**src/hdl/calendar_time_adjust_macros.svh**
```systemverilog
// Assertion macros for the calendar time adjust block.
// Sampled on clk, disabled while rst_n is low; define NO_ASSERTIONS to drop them.
`ifndef CALENDAR_TIME_ADJUST_MACROS_SVH
`define CALENDAR_TIME_ADJUST_MACROS_SVH

`ifndef NO_ASSERTIONS

`define CTA_ASSERT(lbl, expr) \
  lbl: assert property (@(posedge clk) disable iff (!rst_n) (expr)) \
    else $error("calendar_time_adjust: assertion failed");

`define CTA_ASSERT_IMP(lbl, ante, cons) \
  lbl: assert property (@(posedge clk) disable iff (!rst_n) (ante) |-> (cons)) \
    else $error("calendar_time_adjust: implication failed");

`else

`define CTA_ASSERT(lbl, expr)

`define CTA_ASSERT_IMP(lbl, ante, cons)

`endif

`endif

```
**src/hdl/cta_pkg.sv**
```systemverilog
// Shared types, codes and calendar constants for the calendar time adjust block.
// Used by cta_divc and calendar_time_adjust; depends on nothing.
package cta_pkg;

  localparam int YEAR_BITS_DEF  = 14;
  localparam int DELTA_BITS_DEF = 21;
  localparam int DIV_W_DEF      = DELTA_BITS_DEF + 2;

  localparam int SEC_PER_MIN  = 60;
  localparam int HOUR_PER_DAY = 24;
  localparam logic [6:0] DIV_MIN  = 7'(SEC_PER_MIN);
  localparam logic [6:0] DIV_HOUR = 7'(HOUR_PER_DAY);

  localparam logic [3:0] MONTH_FEB  = 4'd1;
  localparam logic [3:0] MONTH_LAST = 4'd11;
  localparam logic [3:0] MONTH_TOP  = 4'd13;

  localparam logic [1:0] REQ_SET = 2'd0;
  localparam logic [1:0] REQ_ADD = 2'd1;
  localparam logic [1:0] REQ_CMP = 2'd2;

  localparam logic [1:0] ORD_LT = 2'd0;
  localparam logic [1:0] ORD_EQ = 2'd1;
  localparam logic [1:0] ORD_GT = 2'd2;

  localparam logic [4:0] MONTH_LEN [12] = '{
    5'd31, 5'd28, 5'd31, 5'd30, 5'd31, 5'd30,
    5'd31, 5'd31, 5'd30, 5'd31, 5'd30, 5'd31
  };

  typedef struct packed {
    logic start;
    logic by_hour;
  } div_ctl_t;

  typedef struct packed {
    logic busy;
    logic done;
  } div_sts_t;

  function automatic logic [4:0] days_of(input logic [3:0] mo, input logic leap);
    logic [4:0] len;
    if (mo == MONTH_FEB) begin
      len = leap ? 5'd29 : 5'd28;
    end else if (mo > MONTH_LAST) begin
      len = 5'd31;
    end else begin
      len = MONTH_LEN[mo];
    end
    return len;
  endfunction

endpackage

```
**src/hdl/calendar_time_adjust.sv**
```systemverilog
// Calendar date and time register with set, add-seconds and compare requests.
// Depends on cta_pkg, cta_divc and calendar_time_adjust_macros.svh.
//
// One request is in work at a time; in_stall stays high until its result is loaded
// into the output register, which then waits for the taker while the next request
// is accepted. The seconds, minutes and hours carries run one after another through
// one shared divider by 60 or 24 (reciprocal multiply), each carry stepping through
// S_DIVGO and S_DIVW; the day carry then walks month by month, one month per cycle,
// and S_FIN loads the result. A delta spans about twelve days at the default widths,
// so at most one month boundary is crossed. in_stall also stays high while a result
// waits in S_FIN because the output register is still held by out_stall. An unused
// request code skips the divider and the day carry and goes straight to S_FIN.
`include "calendar_time_adjust_macros.svh"

module calendar_time_adjust
  import cta_pkg::*;
#(
  parameter int YEAR_BITS  = YEAR_BITS_DEF,
  parameter int DELTA_BITS = DELTA_BITS_DEF
) (
  input  logic                  clk,
  input  logic                  rst_n,
  input  logic                  in_valid,
  output logic                  in_stall,
  input  logic [1:0]            in_req_type,
  input  logic [YEAR_BITS-1:0]  in_year,
  input  logic [3:0]            in_month,
  input  logic [4:0]            in_day,
  input  logic [4:0]            in_hour,
  input  logic [5:0]            in_minute,
  input  logic [5:0]            in_second,
  input  logic [DELTA_BITS-1:0] in_delta_seconds,
  output logic                  out_valid,
  input  logic                  out_stall,
  output logic [YEAR_BITS-1:0]  out_year,
  output logic [3:0]            out_month,
  output logic [4:0]            out_day,
  output logic [4:0]            out_hour,
  output logic [5:0]            out_minute,
  output logic [5:0]            out_second,
  output logic [1:0]            out_order,
  output logic                  out_year_overflow
);

  localparam int W  = DELTA_BITS + 2;
  localparam int YW = YEAR_BITS + 2;

  localparam longint unsigned HALF = 64'd1 << (DELTA_BITS - 1);
  localparam longint unsigned K60  = (HALF + SEC_PER_MIN - 1) / SEC_PER_MIN;
  localparam longint unsigned K24  = (HALF + HOUR_PER_DAY - 1) / HOUR_PER_DAY;
  localparam logic [W-1:0] K60_W   = W'(K60);
  localparam logic [W-1:0] K24_W   = W'(K24);
  localparam logic [W-1:0] OFF60_W = W'(K60 * SEC_PER_MIN);
  localparam logic [W-1:0] OFF24_W = W'(K24 * HOUR_PER_DAY);

  localparam logic [2:0] S_IDLE  = 3'd0;
  localparam logic [2:0] S_DIVGO = 3'd1;
  localparam logic [2:0] S_DIVW  = 3'd2;
  localparam logic [2:0] S_DAY   = 3'd3;
  localparam logic [2:0] S_FIN   = 3'd4;

  localparam logic [1:0] STG_SEC  = 2'd0;
  localparam logic [1:0] STG_MIN  = 2'd1;
  localparam logic [1:0] STG_HOUR = 2'd2;

  logic [2:0] state_r;
  logic [1:0] stage_r;
  logic [1:0] req_r;

  logic signed [W-1:0]  sc_w_r, mt_w_r, hr_w_r, dy_w_r;
  logic [3:0]           mo_w_r;
  logic signed [YW-1:0] y_w_r;

  logic [YEAR_BITS-1:0] year_reg_r;
  logic [3:0]           month_reg_r;
  logic [4:0]           day_reg_r;
  logic [4:0]           hour_reg_r;
  logic [5:0]           minute_reg_r;
  logic [5:0]           second_reg_r;

  logic                 out_valid_r;
  logic [YEAR_BITS-1:0] out_year_r;
  logic [3:0]           out_month_r;
  logic [4:0]           out_day_r;
  logic [4:0]           out_hour_r;
  logic [5:0]           out_minute_r;
  logic [5:0]           out_second_r;
  logic [1:0]           out_order_r;
  logic                 out_ovf_r;

  div_ctl_t     div_ctl;
  div_sts_t     div_sts;
  logic [W-1:0] div_operand;
  logic [W-1:0] div_q;
  logic [5:0]   div_rem;
  logic signed [W-1:0] q_adj;

  logic                 accept;
  logic                 out_free;
  logic [3:0]           set_mo;
  logic signed [YW-1:0] set_y;
  logic [3:0]           prev_mo, next_mo;
  logic signed [YW-1:0] prev_y, next_y;
  logic signed [W-1:0]  cur_len, prev_len;
  logic                 y_ovf;
  logic                 is_upd;
  logic                 commit;
  logic [1:0]           rank;
  logic signed [YW-1:0] stored_y;
  logic [25:0]          stored_low, given_low;
  logic                 fields_legal;

  assign accept   = in_valid && !in_stall;
  assign in_stall = (state_r != S_IDLE);
  assign out_free = !out_valid_r || !out_stall;

  cta_divc #(.WIDTH(W)) u_divc (
    .clk       (clk),
    .rst_n     (rst_n),
    .ctl       (div_ctl),
    .dividend  (div_operand),
    .sts       (div_sts),
    .quotient  (div_q),
    .remainder (div_rem)
  );

  assign div_ctl.start   = (state_r == S_DIVGO);
  assign div_ctl.by_hour = (stage_r == STG_HOUR);

  always_comb begin
    case (stage_r)
      STG_SEC:  div_operand = sc_w_r + OFF60_W;
      STG_MIN:  div_operand = mt_w_r + OFF60_W;
      default:  div_operand = hr_w_r + OFF24_W;
    endcase
  end

  assign q_adj = $signed(div_q) - $signed((stage_r == STG_HOUR) ? K24_W : K60_W);

  always_comb begin
    if (in_month == 4'd0) begin
      set_mo = MONTH_LAST;
      set_y  = $signed({2'b00, in_year}) - YW'(1);
    end else if (in_month >= MONTH_TOP) begin
      set_mo = in_month - MONTH_TOP;
      set_y  = $signed({2'b00, in_year}) + YW'(1);
    end else begin
      set_mo = in_month - 4'd1;
      set_y  = $signed({2'b00, in_year});
    end
  end

  assign prev_mo  = (mo_w_r == 4'd0) ? MONTH_LAST : mo_w_r - 4'd1;
  assign prev_y   = (mo_w_r == 4'd0) ? y_w_r - YW'(1) : y_w_r;
  assign next_mo  = (mo_w_r == MONTH_LAST) ? 4'd0 : mo_w_r + 4'd1;
  assign next_y   = (mo_w_r == MONTH_LAST) ? y_w_r + YW'(1) : y_w_r;
  assign cur_len  = $signed({{(W-5){1'b0}}, days_of(mo_w_r, y_w_r[1:0] == 2'b00)});
  assign prev_len = $signed({{(W-5){1'b0}}, days_of(prev_mo, prev_y[1:0] == 2'b00)});

  assign y_ovf  = y_w_r[YW-1] || y_w_r[YW-2];
  assign is_upd = (req_r == REQ_SET) || (req_r == REQ_ADD);
  assign commit = is_upd && !y_ovf;

  assign stored_y   = $signed({2'b00, year_reg_r});
  assign stored_low = {month_reg_r, day_reg_r, hour_reg_r, minute_reg_r, second_reg_r};
  assign given_low  = {mo_w_r, dy_w_r[4:0], hr_w_r[4:0], mt_w_r[5:0], sc_w_r[5:0]};

  always_comb begin
    if (stored_y < y_w_r) begin
      rank = ORD_LT;
    end else if (stored_y > y_w_r) begin
      rank = ORD_GT;
    end else if (stored_low < given_low) begin
      rank = ORD_LT;
    end else if (stored_low > given_low) begin
      rank = ORD_GT;
    end else begin
      rank = ORD_EQ;
    end
  end

  always_ff @(posedge clk) begin
    if (!rst_n) begin
      state_r      <= S_IDLE;
      stage_r      <= STG_SEC;
      year_reg_r   <= '0;
      month_reg_r  <= '0;
      day_reg_r    <= '0;
      hour_reg_r   <= '0;
      minute_reg_r <= '0;
      second_reg_r <= '0;
      out_valid_r  <= 1'b0;
    end else begin
      if (state_r == S_FIN && out_free) begin
        out_valid_r <= 1'b1;
      end else if (out_valid_r && !out_stall) begin
        out_valid_r <= 1'b0;
      end
      unique case (state_r)
        S_IDLE: begin
          stage_r <= STG_SEC;
          if (accept) begin
            if (in_req_type == REQ_SET || in_req_type == REQ_ADD ||
                in_req_type == REQ_CMP) begin
              state_r <= S_DIVGO;
            end else begin
              state_r <= S_FIN;
            end
          end
        end
        S_DIVGO: begin
          state_r <= S_DIVW;
        end
        S_DIVW: begin
          if (div_sts.done) begin
            stage_r <= stage_r + 2'd1;
            state_r <= (stage_r == STG_HOUR) ? S_DAY : S_DIVGO;
          end
        end
        S_DAY: begin
          if (!dy_w_r[W-1] && (dy_w_r < cur_len)) begin
            state_r <= S_FIN;
          end
        end
        S_FIN: begin
          if (out_free) begin
            state_r <= S_IDLE;
            if (commit) begin
              year_reg_r   <= y_w_r[YEAR_BITS-1:0];
              month_reg_r  <= mo_w_r;
              day_reg_r    <= dy_w_r[4:0];
              hour_reg_r   <= hr_w_r[4:0];
              minute_reg_r <= mt_w_r[5:0];
              second_reg_r <= sc_w_r[5:0];
            end
          end
        end
        default: begin
          state_r <= S_IDLE;
        end
      endcase
    end
  end

  always_ff @(posedge clk) begin
    case (state_r)
      S_IDLE: begin
        if (accept) begin
          req_r <= in_req_type;
          if (in_req_type == REQ_ADD) begin
            sc_w_r <= $signed({{(W-6){1'b0}}, second_reg_r})
                      + $signed({{2{in_delta_seconds[DELTA_BITS-1]}}, in_delta_seconds});
            mt_w_r <= $signed({{(W-6){1'b0}}, minute_reg_r});
            hr_w_r <= $signed({{(W-5){1'b0}}, hour_reg_r});
            dy_w_r <= $signed({{(W-5){1'b0}}, day_reg_r});
            mo_w_r <= month_reg_r;
            y_w_r  <= stored_y;
          end else begin
            sc_w_r <= $signed({{(W-6){1'b0}}, in_second});
            mt_w_r <= $signed({{(W-6){1'b0}}, in_minute});
            hr_w_r <= $signed({{(W-5){1'b0}}, in_hour});
            dy_w_r <= $signed({{(W-5){1'b0}}, in_day}) - W'(1);
            mo_w_r <= set_mo;
            y_w_r  <= set_y;
          end
        end
      end
      S_DIVW: begin
        if (div_sts.done) begin
          case (stage_r)
            STG_SEC: begin
              sc_w_r <= $signed({{(W-6){1'b0}}, div_rem});
              mt_w_r <= mt_w_r + q_adj;
            end
            STG_MIN: begin
              mt_w_r <= $signed({{(W-6){1'b0}}, div_rem});
              hr_w_r <= hr_w_r + q_adj;
            end
            default: begin
              hr_w_r <= $signed({{(W-6){1'b0}}, div_rem});
              dy_w_r <= dy_w_r + q_adj;
            end
          endcase
        end
      end
      S_DAY: begin
        if (dy_w_r[W-1]) begin
          mo_w_r <= prev_mo;
          y_w_r  <= prev_y;
          dy_w_r <= dy_w_r + prev_len;
        end else if (dy_w_r >= cur_len) begin
          mo_w_r <= next_mo;
          y_w_r  <= next_y;
          dy_w_r <= dy_w_r - cur_len;
        end
      end
      S_FIN: begin
        if (out_free) begin
          out_year_r   <= commit ? y_w_r[YEAR_BITS-1:0] : year_reg_r;
          out_month_r  <= (commit ? mo_w_r : month_reg_r) + 4'd1;
          out_day_r    <= (commit ? dy_w_r[4:0] : day_reg_r) + 5'd1;
          out_hour_r   <= commit ? hr_w_r[4:0] : hour_reg_r;
          out_minute_r <= commit ? mt_w_r[5:0] : minute_reg_r;
          out_second_r <= commit ? sc_w_r[5:0] : second_reg_r;
          out_order_r  <= (req_r == REQ_CMP) ? rank : ORD_LT;
          out_ovf_r    <= is_upd && y_ovf;
        end
      end
      default: begin
      end
    endcase
  end

  assign out_valid         = out_valid_r;
  assign out_year          = out_year_r;
  assign out_month         = out_month_r;
  assign out_day           = out_day_r;
  assign out_hour          = out_hour_r;
  assign out_minute        = out_minute_r;
  assign out_second        = out_second_r;
  assign out_order         = out_order_r;
  assign out_year_overflow = out_ovf_r;

  assign fields_legal = (month_reg_r <= MONTH_LAST) && (hour_reg_r < 5'(HOUR_PER_DAY)) &&
                        (minute_reg_r < 6'(SEC_PER_MIN)) && (second_reg_r < 6'(SEC_PER_MIN));

  `CTA_ASSERT(a_time_fields_legal, fields_legal)
  `CTA_ASSERT(a_day_in_month, day_reg_r < days_of(month_reg_r, year_reg_r[1:0] == 2'b00))
  `CTA_ASSERT_IMP(a_divider_active, state_r == S_DIVW, div_sts.busy || div_sts.done)
  `CTA_ASSERT_IMP(a_ovf_no_order, out_valid_r && out_ovf_r, out_order_r == ORD_LT)

endmodule

```
**src/hdl/cta_divc.sv**
```systemverilog
// Divider by 60 or 24: quarter the dividend, multiply by a scaled reciprocal of 15 or 6.
// Start loads the dividend; busy loads the quotient, valid at done. Depends on cta_pkg.
module cta_divc
  import cta_pkg::*;
#(
  parameter int WIDTH = DIV_W_DEF
) (
  input  logic             clk,
  input  logic             rst_n,
  input  div_ctl_t         ctl,
  input  logic [WIDTH-1:0] dividend,
  output div_sts_t         sts,
  output logic [WIDTH-1:0] quotient,
  output logic [5:0]       remainder
);

  localparam int QW = WIDTH - 4;
  localparam int PW = 2 * WIDTH - 2;
  localparam longint unsigned D_MIN  = SEC_PER_MIN / 4;
  localparam longint unsigned D_HOUR = HOUR_PER_DAY / 4;
  localparam longint unsigned SCALE  = 64'd1 << (WIDTH + 2);
  localparam logic [WIDTH-1:0] RECIP_MIN  = WIDTH'((SCALE + D_MIN - 1) / D_MIN);
  localparam logic [WIDTH-1:0] RECIP_HOUR = WIDTH'((SCALE + D_HOUR - 1) / D_HOUR);

  logic [WIDTH-1:0] x_r;
  logic [QW-1:0]    q_r;
  logic             busy_r;
  logic             done_r;
  logic             by_hour_r;

  logic [WIDTH-3:0] x_quarter;
  logic [WIDTH-1:0] recip;
  logic [PW-1:0]    prod;
  logic [WIDTH-1:0] q_ext;
  logic [WIDTH-1:0] q_times_d;
  logic [WIDTH-1:0] rem_full;

  assign x_quarter = x_r[WIDTH-1:2];
  assign recip     = by_hour_r ? RECIP_HOUR : RECIP_MIN;
  assign prod      = {{WIDTH{1'b0}}, x_quarter} * {{(WIDTH-2){1'b0}}, recip};
  assign q_ext     = {4'b0000, q_r};
  assign q_times_d = by_hour_r ? q_ext * WIDTH'(DIV_HOUR) : q_ext * WIDTH'(DIV_MIN);
  assign rem_full  = x_r - q_times_d;

  always_ff @(posedge clk) begin
    if (!rst_n) begin
      busy_r <= 1'b0;
      done_r <= 1'b0;
    end else begin
      busy_r <= ctl.start;
      done_r <= busy_r;
    end
  end

  always_ff @(posedge clk) begin
    if (ctl.start) begin
      x_r       <= dividend;
      by_hour_r <= ctl.by_hour;
    end
    if (busy_r) begin
      q_r <= prod[PW-1:WIDTH+2];
    end
  end

  assign sts.busy  = busy_r;
  assign sts.done  = done_r;
  assign quotient  = q_ext;
  assign remainder = rem_full[5:0];

endmodule

```
**config.mk**
```make
export PLATFORM = sky130hd
export DESIGN_NAME = calendar_time_adjust
export DESIGN_NICKNAME = d
export VERILOG_FILES = /design/src/hdl/cta_pkg.sv /design/src/hdl/calendar_time_adjust.sv /design/src/hdl/cta_divc.sv
export VERILOG_INCLUDE_DIRS = /design/src /design/src/hdl
export SDC_FILE = /design/constraint.sdc
export NUM_CORES = 1
export LEC_CHECK = 0
export BUFFER_PORTS_ARGS = -buffer_cell sky130_fd_sc_hd__buf_2
export CORE_MARGIN = 2
export CORE_UTILIZATION = 65
export CTS_CLUSTER_DIAMETER = 50
export DETAILED_ROUTE_END_ITERATION = 7
export PLACE_DENSITY_LB_ADDON = 0.1
export SYNTH_ARGS = -nofsm -noshare
export SYNTH_HDL_FRONTEND = slang
export SYNTH_SLANG_ARGS = --single-unit
```
**constraint.sdc**
```tcl
create_clock -name clk -period 9.7 [get_ports clk]
set_input_delay 1.94 -clock clk [delete_from_list [all_inputs] [get_ports clk]]
set_output_delay 1.94 -clock clk [all_outputs]
set_load 0.01 [all_outputs]
```
== Word-level counts from Yosys, hierarchy flattened ==
Memories as Yosys holds them, arrays and structs flattened.
Index checks and enable logic that the tools add are counted.

* Register bits: 248
* Input port bits: 67
* Memories: 2
* Memory bits (read-only): 160
* Output and inout bits: 45

* Magnitude comparators: 11
* Bitwise logic cells: 3
* Equality and inequality tests: 24
* Muxes and demuxes: 74
* Reduce and logical (&&, ||, !) cells: 44
* $mul: 3
* Add/subtract/negate cells: 23

{| class="wikitable"
|+ Memory list
! memory !! words !! width !! rd ports !! clocked after memory_dff !! wr ports !! RTL line !! source
|-
| (no name shown) || 16 || 5 || 1 || 0 || 0 || cta_pkg.sv:48 || <nowiki>len = MONTH_LEN[mo];</nowiki>
|-
| (no name shown) || 16 || 5 || 1 || 0 || 0 || cta_pkg.sv:48 ||
|}

{| class="wikitable"
|+ Operators by type and width
! kind !! number
|-
| 23-bit 2-to-1 mux || 15
|-
| 23-bit one-hot mux with 2 select lines || 6
|-
| 16-bit 2-to-1 mux || 8
|-
| 23-bit by 20-bit adder with 23-bit output || 3
|-
| 23-bit by 21-bit adder with 23-bit output (second input constant) || 3
|-
| 23-bit one-hot mux with 3 select lines || 1
|-
| 5-bit 2-to-1 mux || 11
|-
| 21-bit by 23-bit multiplier with 44-bit output || 1
|-
| 4-bit 2-to-1 mux || 9
|-
| 16-bit one-hot mux with 2 select lines || 1
|-
| 26-bit > comparator || 1
|-
| 26-bit less-than comparator || 1
|-
| 6-bit 2-to-1 mux || 4
|-
| 4-bit AND reduction || 6
|-
| 23-bit by 6-bit adder with 23-bit output || 1
|-
| 23-bit by 6-bit >= comparator with 1-bit output || 1
|-
| 23-bit by 6-bit less-than comparator with 1-bit output || 1
|-
| 23-bit by 6-bit subtractor with 23-bit output || 1
|-
| 7-bit by 21-bit adder with 22-bit output || 1
|-
| 19-bit by 16-bit subtractor with 20-bit output || 1
|-
| 19-bit by 2-bit multiplier with 3-bit output (second input constant) || 1
|-
| 19-bit by 4-bit multiplier with 4-bit output (second input constant) || 1
|-
| 16-bit by 2-bit adder with 16-bit output (second input constant) || 1
|-
| 15-bit by 16-bit > comparator with 1-bit output || 1
|-
| 47 further kinds || 102
|}

== Longest topological paths before layout ==
* Depth in word-level cells: 11
* Gate-level depth with buffers: 27
* Gate-level depth less buffers: 25

== Hierarchy ==
Synthesis repeated with hierarchy kept, for this count alone.

* Cells, all modules: 3144
* Area total of the unflattened synthesis: 28259.6 um2

{| class="wikitable"
|+ By module, submodules not included
! module !! times used !! cells an instance !! area each (um2)
|-
| calendar_time_adjust || 1 || 2156 || 18173.7
|-
| cta_divc || 1 || 988 || 10085.9
|}

== Worst setup path after synthesis ==
Ideal clock, no wire load.

* Path kind: flip-flop to flip-flop
* Start: reg u_divc.by_hour_r
* End: reg u_divc.q_r[15], data pin
* Setup time: 0.262 ns
* Cell stages (with the launch flop): 26
* Path buffers: 2
* Slack: 2.752 ns
* Required time: 9.438 ns
* Arrival: 6.686 ns
* Cell sequence: edfxtp_1 clkbuf_1 buf_1 nand2_1 o21ai_0 ha_1 fa_1 inv_1 fa_1 fa_1 inv_1 fa_1 inv_1 fa_1 fa_1 inv_1 ha_1 nand2_1 o22ai_1 nor4_2 a311o_1 nand3_2 a31o_4 a311oi_2 o21bai_1 xor2_1

* Longest elaborated chain between the ends: 2

{| class="wikitable"
|+ Ends and longest elaborated chain
! what !! RTL line !! source
|-
| start: declaration || cta_divc.sv:29 || <nowiki>logic by_hour_r;</nowiki>
|-
| start signal: assignment || cta_divc.sv:58 || <nowiki>by_hour_r <= ctl.by_hour;</nowiki>
|-
| 23-bit 2-to-1 mux || cta_divc.sv:39 || <nowiki>assign recip = by_hour_r ? RECIP_HOUR : RECIP_MIN;</nowiki>
|-
| 21-bit by 23-bit multiplier with 44-bit output || cta_divc.sv:40 || <nowiki>assign prod = {{WIDTH{1'b0}}, x_quarter} * {{(WIDTH-2){1'b0}}, recip};</nowiki>
|-
| net u_divc.prod[40] || cta_divc.sv:33 || <nowiki>logic [PW-1:0] prod;</nowiki>
|-
| end signal: assignment || cta_divc.sv:61 || <nowiki>q_r <= prod[PW-1:WIDTH+2];</nowiki>
|-
| end: declaration || cta_divc.sv:26 || <nowiki>logic [QW-1:0] q_r;</nowiki>
|}

The timed path passes the listed nets, and every way through them passes these cells.
A chain may end at the register's enable or synchronous reset.

== Worst setup path after layout ==
* Start: reg u_divc.by_hour_r
* End: reg u_divc.q_r[17], data pin

Same word-level chain as after synthesis.

==> impl_metrics.env <==
export IMPL_status="finished, final reports clean"
export IMPL_synthArstFlopShare=0
export IMPL_fillers=3245
export IMPL_chipHeight_um=209
export IMPL_cp_end_kind="flip-flop"
export IMPL_ys_seq_area_frac=0.254
export IMPL_htreeDepth=1
export IMPL_m1WireLength_mm=29.3
export IMPL_cp_required_ps=10020
export IMPL_rows=75
export IMPL_drc=0
export IMPL_die_area_um2=43700
export IMPL_slew_viol_final=0
export IMPL_cap_violations=0
export IMPL_crit_path_start_kind="flip-flop"
export IMPL_numCtsBuffers=31
export IMPL_hold_buffers=0
export IMPL_grt_pass1_vias=22361
export IMPL_synth_edf_count=199
export IMPL_netlist_instances=2926
export IMPL_dp_final_hpwl_mm=58.3
export IMPL_yosys_register_bits=247
export IMPL_clock_latency_ps=590
export IMPL_io_buffers=111
export IMPL_grt_setup_unrepaired="false"
export IMPL_cts_root_buffer="clkbuf_16"
export IMPL_grt_pass1_wl_mm=118
export IMPL_final_nets=3606
export IMPL_grt_total_usage=0.340
export IMPL_ys_flop_type="edfxtp_1"
export IMPL_synth_top_area_frac=0.219
export IMPL_syn_area_um2=27300
export IMPL_dr_max_layer_used="met4"
export IMPL_yosys_warnings=0
export IMPL_ios=112
export IMPL_postRouteAntennaNets=0
export IMPL_start_util=0.655
export IMPL_worstSetupPathType="reg -> reg"
export IMPL_fmax_mhz=123
export IMPL_post_route_period_util=0.838
export IMPL_setup_viol=0
export IMPL_wl_mm=72.8
export IMPL_tns_ps=0
export IMPL_arrival_ps=8450
export IMPL_fp_dieW_um=209
export IMPL_synth_cell_types=97
export IMPL_first_iter_violations=1833
export IMPL_worst_pin_slew_ps=1260
export IMPL_clock_sinks=247
export IMPL_antenna_found_initial=0
export IMPL_seq_area_um2=6940
export IMPL_coreArea_um2=41800
export IMPL_post_cts_resized_instances=0
export IMPL_cts_tree="yes"
export IMPL_avgRoutedWirePerCell_um=20.3
export IMPL_final_hold_viol_count=0
export IMPL_netlist_top_cell_by_area="edfxtp_1"
export IMPL_vias=21712
export IMPL_relSlewSlack=0.160
export IMPL_path_max_fanout=30
export IMPL_multiInputGateArea_um2=18700
export IMPL_routed_wl_met3_mm=3.82
export IMPL_cts_buffer_depth=3
export IMPL_syn2layout_area_growth_pct=8.14
export IMPL_antenna_cells=0
export IMPL_grt_max_degree=80
export IMPL_route_met2_wl_mm=35.7
export IMPL_clock_skew_ps=21.1
export IMPL_netlist_top_cells_area="edfxtp_1, ha_1, fa_1"
export IMPL_cts_setup_buffers=0
export IMPL_fin_hold_ws_ps=526
export IMPL_clkTransAtPathRegs_ps=60
export IMPL_place_congestion=0.983
export IMPL_syn_avg_cell_area_um2=9.34
export IMPL_viasPerCell=6.05
export IMPL_min_path_type="reg -> reg"
export IMPL_period_minus_slack_ps=8130
export IMPL_drive_gt1_frac=0.0909
export IMPL_first_pass_iters=7
export IMPL_overflow=0
-- through the flow --
| stage | cell area, um2 | std cells | util | setup WS, ps |
|---|---|---|---|---|
| 2_1_floorplan | 27400 | 2951 | - | 2750 |
| 5_1_grt | 29600 | 3586 | 0.708 | 1120 |
| 3_5_place_dp | 28500 | 3528 | 0.682 | 1560 |
| 4_1_cts | 29600 | 3586 | 0.708 | 1540 |
| 3_3_place_gp | 28500 | 3528 | 0.682 | 1700 |
| 6_report | 29600 | 3586 | 0.708 | 1570 |
-- kinds of logic after synthesis --
kind of cell | after synthesis | share of synthesized area
XOR/XNOR | 215 | 0.0689
AND/OR/NAND/NOR | 810 | 0.147
AO/OA/AOI/OAI | 572 | 0.140
buffers and inverters | 473 | 0.0663
adder cells (fa/ha/maj) | 517 | 0.289
multiplexers | 90 | 0.0350
other | 2 | 0.000275
flip-flops | 247 | 0.254
-- Yosys cell counts, types with 29 or more instances --
cell type,number
a211oi_1,40
a21o_1,53
a21oi_1,139
a31oi_1,33
and2_1,30
and3_1,33
clkbuf_1,68
dfxtp_1,48
edfxtp_1,199
fa_1,192
ha_1,325
inv_1,378
mux2_2,34
mux2i_1,55
nand2_1,198
nand2b_1,35
nand3_1,75
nand4_1,29
nor2_1,205
nor2b_1,79
nor3_1,54
o21ai_0,105
xnor2_1,128
xor2_1,87
-- layer usage --
| layer | global-route usage | vias up |
|---|---|---|
| li1 | - | 10340 |
| met1 | 0.425 | 10462 |
| met2 | 0.595 | 718 |
| met3 | 0.0320 | 192 |
| met4 | 0.161 | 0 |
| met5 | 0 | - |
-- cell usage in the layout, fill, tap and decap left out, types with 10 or more instances in the layout --
cell	n
a211oi_1	40
a21o_1	53
a21oi_1	136
a31oi_1	33
and2_1	30
and3_1	33
buf_2	111
buf_4	22
clkbuf_16	31
conb_1	27
dfxtp_1	48
edfxtp_1	199
fa_1	192
ha_1	324
inv_1	378
mux2_2	34
mux2i_1	55
nand2_1	198
nand2b_1	35
nand3_1	75
nand4_1	29
nor2_1	203
nor2b_1	78
nor3_1	52
nor4_1	10
o211ai_1	22
o21a_1	15
o21ai_0	105
o21ai_1	26
o21bai_1	16
o221ai_1	12
o22ai_1	14
or3_1	11
xnor2_1	128
xor2_1	87
-- worst max-delay path: stages (launching register included) --
cell and delay (ps):
edfxtp_1 1100, buf_4 360, nor2b_1 90, or2_2 280
ha_1 350, fa_1 630, inv_1 90, fa_1 520
fa_1 520, inv_1 50, fa_1 530, inv_1 60
fa_1 510, fa_1 570, inv_1 50, ha_1 300
a21oi_1 180, nand2_1 90, nor4_2 200, a311o_1 310
nand3_2 170, a31o_4 310, a31oi_4 230, o221ai_1 180
xor2_1 170
-- cell type report --
class | count | share of cell area
tap | 539 | 0.0228
sequential | 247 | 0.235
multi-input combinational | 2231 | 0.634
timing repair buffer | 133 | 0.0244
clock buffer | 35 | 0.0271
inverter | 378 | 0.0480
clock inverter | 23 | 0.00931
-- registers in the layout (all words and copies together), names as in the netlist, 14 cells and up --
signal,count
sc_w_r,22
year_reg_r,14
u_divc.x_r,23
u_divc.q_r,19
y_w_r,16
out_year,14
mt_w_r,23
hr_w_r,23
dy_w_r,23
-- final timing paths --
check                                 to                         from  slack [ps]  cells after the start
max reg2reg     u_divc.q_r[17]$_DFFE_PP_   u_divc.by_hour_r$_DFFE_PP_        1570                     24
min          month_reg_r[3]$_SDFFE_PN0P_  month_reg_r[3]$_SDFFE_PN0P_         530                      2
max             u_divc.q_r[17]$_DFFE_PP_   u_divc.by_hour_r$_DFFE_PP_        1570                     24
min reg2reg  month_reg_r[3]$_SDFFE_PN0P_  month_reg_r[3]$_SDFFE_PN0P_         530                      2
Power is not shown: default switching activity piles up to over one toggle a cycle in this logic, so the estimate is an artifact.
